<file path="src/design/cmpc_pkg.sv">
// shared constants, types and helpers of the motor pid controller
package cmpc_pkg;
    localparam int VelocityOutLimit = 10000;
    localparam int PositionOutLimit = 8000;
    localparam int PeriodQ16 = 66;

    localparam int CfgIdxW = 3;
    localparam int CfgDataW = 48;
    localparam logic [CfgIdxW-1:0] REG_MODE = 3'd0;
    localparam logic [CfgIdxW-1:0] REG_MOTOR = 3'd1;
    localparam logic [CfgIdxW-1:0] REG_TPOS = 3'd2;
    localparam logic [CfgIdxW-1:0] REG_TVEL = 3'd3;
    localparam logic [CfgIdxW-1:0] REG_VGAIN = 3'd4;
    localparam logic [CfgIdxW-1:0] REG_PGAIN = 3'd5;

    localparam logic [1:0] MODE_NONE = 2'd0;
    localparam logic [1:0] MODE_POSITION = 2'd1;
    localparam logic [1:0] MODE_VELOCITY = 2'd2;
    localparam logic [1:0] MODE_SPARE = 2'd3;

    localparam logic signed [13:0] WRAP_COUNTS = 14'sd8191;
    localparam logic [22:0] SCALE_R19 = 23'd7060022;
    localparam logic [22:0] SCALE_R36 = 23'd3726123;
    localparam logic signed [127:0] VEL_P_CLAMP = 128'sd9500;
    localparam logic signed [127:0] POS_P_CLAMP = 128'sd503316480000;
    localparam logic signed [127:0] D_CLAMP = 128'sd72057594037927936;
    localparam logic signed [127:0] S48_MAX = 128'sd140737488355327;
    localparam logic signed [127:0] S48_MIN = -128'sd140737488355328;
    localparam logic signed [127:0] DECAY_Q16 = 128'sd64881;

    // datapath operations
    typedef enum logic [3:0] {
        OP_NONE, OP_UNWRAP, OP_SCALE, OP_PERR, OP_PTERMS, OP_PSUM, OP_PINT,
        OP_VERR, OP_VTERMS, OP_VSUM, OP_VINT, OP_ZERO
    } cmpc_op_t;

    typedef struct packed {
        cmpc_op_t op;
        logic     load_in;
    } cmpc_cmd_t;

    typedef struct packed {
        logic [1:0] mode;
    } cmpc_stat_t;

    function automatic logic signed [127:0] clamp128(
        input logic signed [127:0] x, input logic signed [127:0] lim_lo,
        input logic signed [127:0] lim_hi);
        clamp128 = (x < lim_lo) ? lim_lo : ((x > lim_hi) ? lim_hi : x);
    endfunction

    function automatic logic signed [127:0] trunc_shr(
        input logic signed [127:0] x, input int unsigned s);
        logic signed [127:0] a;
        a = (x < 0) ? -x : x;
        a = a >>> s;
        trunc_shr = (x < 0) ? -a : a;
    endfunction
endpackage

</file>
<file path="src/design/cmpc_control.sv">
// sequencer that steps the datapath through one feedback sample
module cmpc_control (
    input  logic                  aclk,
    input  logic                  aresetn,
    input  logic                  in_valid,
    output logic                  in_ready,
    output logic                  out_valid,
    input  logic                  out_ready,
    input  cmpc_pkg::cmpc_stat_t  stat,
    output cmpc_pkg::cmpc_cmd_t   cmd
);
    import cmpc_pkg::*;

    typedef enum logic [3:0] {
        ST_IDLE, ST_UNWRAP, ST_SCALE, ST_PERR, ST_PTERMS, ST_PSUM, ST_PINT,
        ST_VSET, ST_VERR, ST_VTERMS, ST_VSUM, ST_VINT, ST_DONE
    } state_t;

    state_t state_reg;
    logic out_valid_reg;

    always_comb begin
        cmd.load_in = (state_reg == ST_IDLE) && in_valid;
        unique case (state_reg)
            ST_UNWRAP: cmd.op = OP_UNWRAP;
            ST_SCALE:  cmd.op = OP_SCALE;
            ST_PERR:   cmd.op = OP_PERR;
            ST_PTERMS: cmd.op = OP_PTERMS;
            ST_PSUM:   cmd.op = OP_PSUM;
            ST_PINT:   cmd.op = OP_PINT;
            ST_VSET:   cmd.op = OP_ZERO;
            ST_VERR:   cmd.op = OP_VERR;
            ST_VTERMS: cmd.op = OP_VTERMS;
            ST_VSUM:   cmd.op = OP_VSUM;
            ST_VINT:   cmd.op = OP_VINT;
            default:   cmd.op = OP_NONE;
        endcase
    end

    // result beat held until taken; next sample waits for it
    assign in_ready = (state_reg == ST_IDLE) && (!out_valid_reg || out_ready);
    assign out_valid = out_valid_reg;

    always_ff @(posedge aclk) begin
        if (!aresetn) begin
            state_reg <= ST_IDLE;
            out_valid_reg <= 1'b0;
        end else begin
            if (out_valid_reg && out_ready) out_valid_reg <= 1'b0;
            unique case (state_reg)
                ST_IDLE: if (in_valid && in_ready) state_reg <= ST_UNWRAP;
                ST_UNWRAP: state_reg <= ST_SCALE;
                ST_SCALE: begin
                    if (stat.mode == MODE_POSITION) state_reg <= ST_PERR;
                    else if (stat.mode == MODE_VELOCITY) state_reg <= ST_VSET;
                    else state_reg <= ST_DONE;
                end
                ST_PERR: state_reg <= ST_PTERMS;
                ST_PTERMS: state_reg <= ST_PSUM;
                ST_PSUM: state_reg <= ST_PINT;
                ST_PINT: state_reg <= ST_VERR;
                ST_VSET: state_reg <= ST_VERR;
                ST_VERR: state_reg <= ST_VTERMS;
                ST_VTERMS: state_reg <= ST_VSUM;
                ST_VSUM: state_reg <= ST_VINT;
                ST_VINT: state_reg <= ST_DONE;
                ST_DONE: begin
                    out_valid_reg <= 1'b1;
                    state_reg <= ST_IDLE;
                end
                default: state_reg <= ST_IDLE;
            endcase
        end
    end
endmodule

</file>
<file path="config.mk">
export PLATFORM = sky130hd
export DESIGN_NAME = cmpc_control
export DESIGN_NICKNAME = d
export VERILOG_FILES = /design/src/design/cmpc_pkg.sv /design/src/design/cmpc_control.sv
export SDC_FILE = /design/constraint.sdc
export NUM_CORES = 1
export LEC_CHECK = 0
export ABC_AREA = 1
export BUFFER_PORTS_ARGS = -buffer_cell sky130_fd_sc_hd__buf_2
export CORE_MARGIN = 2
export CORE_UTILIZATION = 25
export DETAILED_ROUTE_END_ITERATION = 7
export PLACE_DENSITY_LB_ADDON = 0.25
export SYNTH_ARGS = -nofsm -noshare
export SYNTH_HDL_FRONTEND = slang
export SYNTH_SLANG_ARGS = --single-unit
</file>
<file path="constraint.sdc">
create_clock -name aclk -period 2 [get_ports aclk]
set_input_delay 0.4 -clock aclk [delete_from_list [all_inputs] [get_ports aclk]]
set_output_delay 0.4 -clock aclk [all_outputs]
set_load 0.005 [all_outputs]
</file>
=== Word level (Yosys, flattened, before mapping) ===
Memories as Yosys holds them, arrays and structs flattened. A register that Yosys moved wholly into a read port is not among the register bits.
Cells that the tools add are included.

* Register bits: 5
* ROM bits: 64
* Bits of input ports: 6
* Logic and storage cells: 35
* Memories: 1

{| class="wikitable"
|+ Memory list
! name !! depth !! width !! rd ports !! clocked after memory_dff !! write ports !! line !! source
|-
| (no name shown) || 16 || 4 || 1 || 1 || 0 || cmpc_control.sv:24 || <nowiki>unique case (state_reg)</nowiki>
|}

* Eq/ne operators: 15
* Muxes and demuxes: 8
* Reduce and logical (&&, ||, !) cells: 9

{| class="wikitable"
|+ Operator list
! operator !! count
|-
| 4-bit case mux with 11 select lines || 1
|-
| 4-bit equality test, second input constant || 5
|-
| 4-bit 2-to-1 mux || 5
|-
| 4-bit by 3-bit equality test with 1-bit output, second input constant || 4
|-
| 4-bit by 2-bit equality test with 1-bit output, second input constant || 2
|-
| 4-bit by 1-bit equality test with 1-bit output, second input constant || 1
|-
| 1-bit logical AND || 4
|-
| 4-bit zero test || 1
|-
| 2-bit by 1-bit equality test with 1-bit output, second input constant || 1
|-
| 2-bit equality test, second input constant || 1
|-
| 1-bit 2-to-1 mux || 2
|-
| 2-bit by 1-bit inequality test with 1-bit output, second input constant || 1
|-
| 2-bit nonzero test || 1
|-
| 2-bit OR reduction || 1
|-
| 1-bit zero test || 1
|-
| 1-bit logical OR || 1
|}

=== Depth between registers and ports, before layout ===
* Word-level depth: 8
* Depth in mapped cells: 12
* Gate-level depth less buffers: 11

=== Worst setup path before layout ===
No wires, ideal clock.

* Path type: in2reg
* Start: in stat[1] in the netlist's numbering
* End: reg, netlist name cmd[2]
* Arrival: 1604 ps
* Path slack: 283 ps
* Stages on the path: 10
* Path buffers: 0
* Cell sequence: inv_1 > ha_1 > a21oi_1 > a21oi_1 > nor2_2 > inv_1 > ha_1 > inv_1 > nand3_1 > nand2_1

* Cells in the longest elaborated chain, start to end: 6
* Elaborated cells on any way between the ends: 7

{| class="wikitable"
|+ RTL lines
! element !! line !! source
|-
| start, declared || cmpc_control.sv:9 || <nowiki>input cmpc_pkg::cmpc_stat_t stat,</nowiki>
|-
| 2-bit equality test || cmpc_control.sv:55 || <nowiki>else if (stat.mode == MODE_VELOCITY) state_reg <= ST_VSET;</nowiki>
|-
| 4-bit 2-to-1 mux || cmpc_control.sv:55 ||
|-
| 4-bit 2-to-1 mux (*) || cmpc_control.sv:54 || <nowiki>if (stat.mode == MODE_POSITION) state_reg <= ST_PERR;</nowiki>
|-
| 4-bit case mux with 11 select lines (*) || cmpc_control.sv:50 || <nowiki>unique case (state_reg)</nowiki>
|-
| 4-bit 2-to-1 mux (no line) (*) (2 in a row) || -- ||
|}

Every way passes the cells marked *; elsewhere a longest branch is shown, timed or not.
A chain may end at the register's enable or synchronous reset.

=== Worst setup path in the final report ===
* Start: reg state_reg[1]
* End: reg, netlist name cmd[3]

* Cells in the longest elaborated chain, start to end: 6
* Elaborated cells on any way between the ends: 19

{| class="wikitable"
|+ RTL lines
! element !! line !! source
|-
| start, declared || cmpc_control.sv:19 || <nowiki>state_t state_reg;</nowiki>
|-
| start signal, assigned || cmpc_control.sv:46 || <nowiki>state_reg <= ST_IDLE;</nowiki>
|-
| start signal, assigned || cmpc_control.sv:51 || <nowiki>ST_IDLE: if (in_valid && in_ready) state_reg <= ST_UNWRAP;</nowiki>
|-
| start signal, assigned || cmpc_control.sv:52 || <nowiki>ST_UNWRAP: state_reg <= ST_SCALE;</nowiki>
|-
| branches (longest 4 deep; another with 4-bit case mux with 11 select lines) || -- ||
|-
| 4-bit 2-to-1 mux (no line) (*) (2 in a row) || -- ||
|}

Mark *: on every way between the ends.

==> results.json <==
{
  "full_die_area_sq_um": 2640,
  "synth.cells.most_frequent": "nand2_1, inv_1, dfxtp_1",
  "worst_slew_pin_slew_ns": 0.247,
  "floorplan.initialDensity_pct": 25.8,
  "yosysSeqAreaShare_pct": 32.1,
  "timing.setup.critical_path_class": "flop to flop",
  "h-tree-depth": 1,
  "rr_worst_depth": 10,
  "run_status": "completed",
  "maxCapViolCount": 0,
  "critical_path.startpoint_type": "flop",
  "path_max_fanout": 7,
  "p_seq_share_pct": 39.5,
  "fin_cells": 125,
  "max_slew_margin_pct": 83.5,
  "capturing_instance_or_port_of_the_critical_path": "cmd[3]$_DFF_P_",
  "syn_area_sq_um": 561,
  "vias_per_cell": 4.21,
  "worstSetupEndpointType": "flop",
  "final.setup.worst_slack_ns": 0.311,
  "floorplan.rows": 17,
  "switching_power_uw": 204,
  "yosys.area.top_type": "dfxtp_1",
  "cts_tree": "done",
  "ys.warnings.count": 0,
  "detailed_placer_s_ending_hpwl_microns": 838,
  "number_of_diodes_added_for_antenna_fixing": 0,
  "buffer_ports.inserted": 12,
  "power.share.clock_pct": 24.3,
  "die_x_microns": 51.4,
  "drv_slew": 0,
  "detail-route-antenna-nets": 0,
  "final-setup-viol-count": 0,
  "grt_antenna_before_repair": 0,
  "dr.pass1.iters": 4,
  "grt_usage_pct": 9.06,
  "globalRoute.totalOverflow": 0,
  "ys.flop_type": "dfxtp_1",
  "cts_repair_resize_count": 0,
  "postCtsSetupRepairBufs": 0,
  "avgRoutedWirePerCell_microns": 8.35,
  "cellLeakagePower_nw": 0.369,
  "cp_data_arrival_time_ns": 1.89,
  "number_of_enable_type_register_cells_in_the_synthesized_netlist": 0,
  "placement.setup.worst_slack_ns": 0.0971,
  "ir_drop_mv": 0.422,
  "clk_transition_reported_paths_ns": 0.06,
  "startpoint": "state_reg[1]$_SDFFE_PN0N_",
  "post-place-cells": 121,
  "worst_hold_slack_ns": 0.434,
  "postSynthCellCount": 80,
  "worst_hold_path_class": "input pin to flop",
  "syn-num-nets": 90,
  "sum_of_internal_switching_and_leakage_power_uw": 568,
  "root_buffer": "clkbuf_4",
  "finish.net_count": 108,
  "postSynthRegisterBits": 9,
  "r2r_end": "cmd[3]$_DFF_P_",
  "yosys.cell_count.top_type": "nand2_1",
  "comb_power_share_pct": 36.2,
  "synth_top_area_share_pct": 32.1,
  "synth.top_cells.by_area": "dfxtp_1, nand2_1, inv_1, ha_1, nand3_1",
  "first_global_vias": 441,
  "clock-skew-final_ns": 0.000980,
  "first_pass_grt_wire_length_microns": 1660,
  "maximum_clock_rate_mhz": 592,
  "drc": 0,
  "pin_count_of_the_biggest_net_entering_global_routing": 8,
  "layout_worst_path_cycle_share_pct": 84.4,
  "intPower_uw": 364,
  "drt-total-wl_microns": 1040,
  "number_of_sinks_on_the_clock_net": 9,
  "ys_types": 17,
  "area_after_dpl_sq_um": 666,
  "place.gp.congestion": 0.780,
  "synthToLayoutAreaGrowth_pct": 23.4,
  "cts_inserted_buffers": 3,
  "vias": 526,
  "drtIter0Drc": 13,
  "core_region_area_sq_um": 2170,
  "die_h_microns": 51.4,
  "grt_setup_unrepaired": "false",
  "final_layout_size_suffix_gt1_share_pct": 27.8,
  "cts_buffer_depth": 2,
  "setup-tns-final_ns": 0,
  "stdcell_area_sq_um": 692,
  "nFillCells": 253,
  "postLayoutCoreUtil_pct": 31.9,
  "cellPowerDensity_nw_per_um2": 821,
  "ioPinCount": 13,
  "switch_share_pct": 35.9,
  "required_time_at_the_endpoint_of_the_critical_path_ns": 2.20,
  "hold_violations": 0,
  "postSynthAreaPerCell_sq_um": 7.01,
  "clock_period_minus_final_worst_setup_slack_ns": 1.69,
  "ff2ff_setup_slack_ns": 0.31,
  "cts-hold-fix-buffers": 0,
  "r2r-start": "state_reg[1]$_SDFFE_PN0N_",
  "clk-insertion-delay-late_ns": 0.26,
  "ys_async_sr_fraction_pct": 0
}
## power by group through the flow
stage | Combinational (mW) | Clock [mW] | Sequential [mW]
after floorplan | 0.140 | 0 | 0.227
final | 0.205 | 0.138 | 0.225
after global routing | 0.236 | 0.155 | 0.227
after global placement | 0.207 | 0 | 0.229
after CTS | 0.207 | 0.146 | 0.225
after detailed placement | 0.206 | 0 | 0.229
## area by class of cell
type                    count  area, sq um  share of cell area [%]
flip-flops and latches      9          180                    26.0
inverters                  18         67.6                    9.76
clock buffers               4         26.3                    3.80
repair buffers             14         75.1                    10.8
well taps                  28         35.0                    5.06
multi-input cells          52          308                    44.5
## worst max-delay path, cell delays in order (launching register included)
cell,delay (ns)
dfxtp_1,0.37
nor2_1,0.23
nand2_1,0.12
a21oi_1,0.21
nor2_2,0.09
nand2_1,0.14
inv_1,0.06
ha_1,0.21
inv_1,0.05
nand4_1,0.08
nand2_1,0.08
## cell usage in the layout (no fill, tap or decap)
| cell type | synthesis | layout |
|---|---|---|
| clkbuf_4 | 0 | 3 |
| nand2_2 | 1 | 1 |
| nand3_1 | 8 | 8 |
| nor2_1 | 3 | 3 |
| a21oi_4 | 1 | 1 |
| nor2_4 | 2 | 2 |
| nand4_1 | 2 | 2 |
| ha_1 | 4 | 4 |
| dfxtp_1 | 9 | 9 |
| nand3b_1 | 1 | 1 |
| o21ai_0 | 2 | 2 |
| nand2_1 | 19 | 19 |
| buf_4 | 0 | 2 |
| clkbuf_1 | 0 | 1 |
| inv_1 | 15 | 15 |
| a21oi_1 | 6 | 6 |
| inv_2 | 3 | 3 |
| nand3_4 | 1 | 1 |
| nor2_2 | 2 | 2 |
| buf_2 | 1 | 12 |
## worst min-delay path by stage
stage | slack (ns) | start | cells past startpoint | to
finish | 0.43 | out_ready | 4 | out_valid$_SDFFE_PN0P_
global route | 0.46 | aresetn | 3 | state_reg[2]$_SDFFE_PN0N_
CTS | 0.43 | aresetn | 3 | state_reg[2]$_SDFFE_PN0N_
detailed placement | 0.51 | out_valid$_SDFFE_PN0P_ | 2 | out_valid$_SDFFE_PN0P_
global placement | 0.50 | out_valid$_SDFFE_PN0P_ | 2 | out_valid$_SDFFE_PN0P_
floorplan | 0.49 | out_valid$_SDFFE_PN0P_ | 2 | out_valid$_SDFFE_PN0P_
## cells by family after synthesis
kind of cell | Yosys count | share of synthesized area [%]
adder cells (fa/ha/maj) | 4 | 8.93
AND/OR/NAND/NOR | 39 | 35.9
buffers and inverters | 19 | 12.9
flip-flops | 9 | 32.1
AO/OA/AOI/OAI | 9 | 10.0
## metal layers
metal,GRT usage (%),vias up,part of all wire [%]
met5,0,-,0
met4,3.95,0,0.96
met3,6.14,2,7.6
met2,13.6,15,43
met1,9.82,226,49
li1,-,283,-
(Power assumes the default switching activity.)
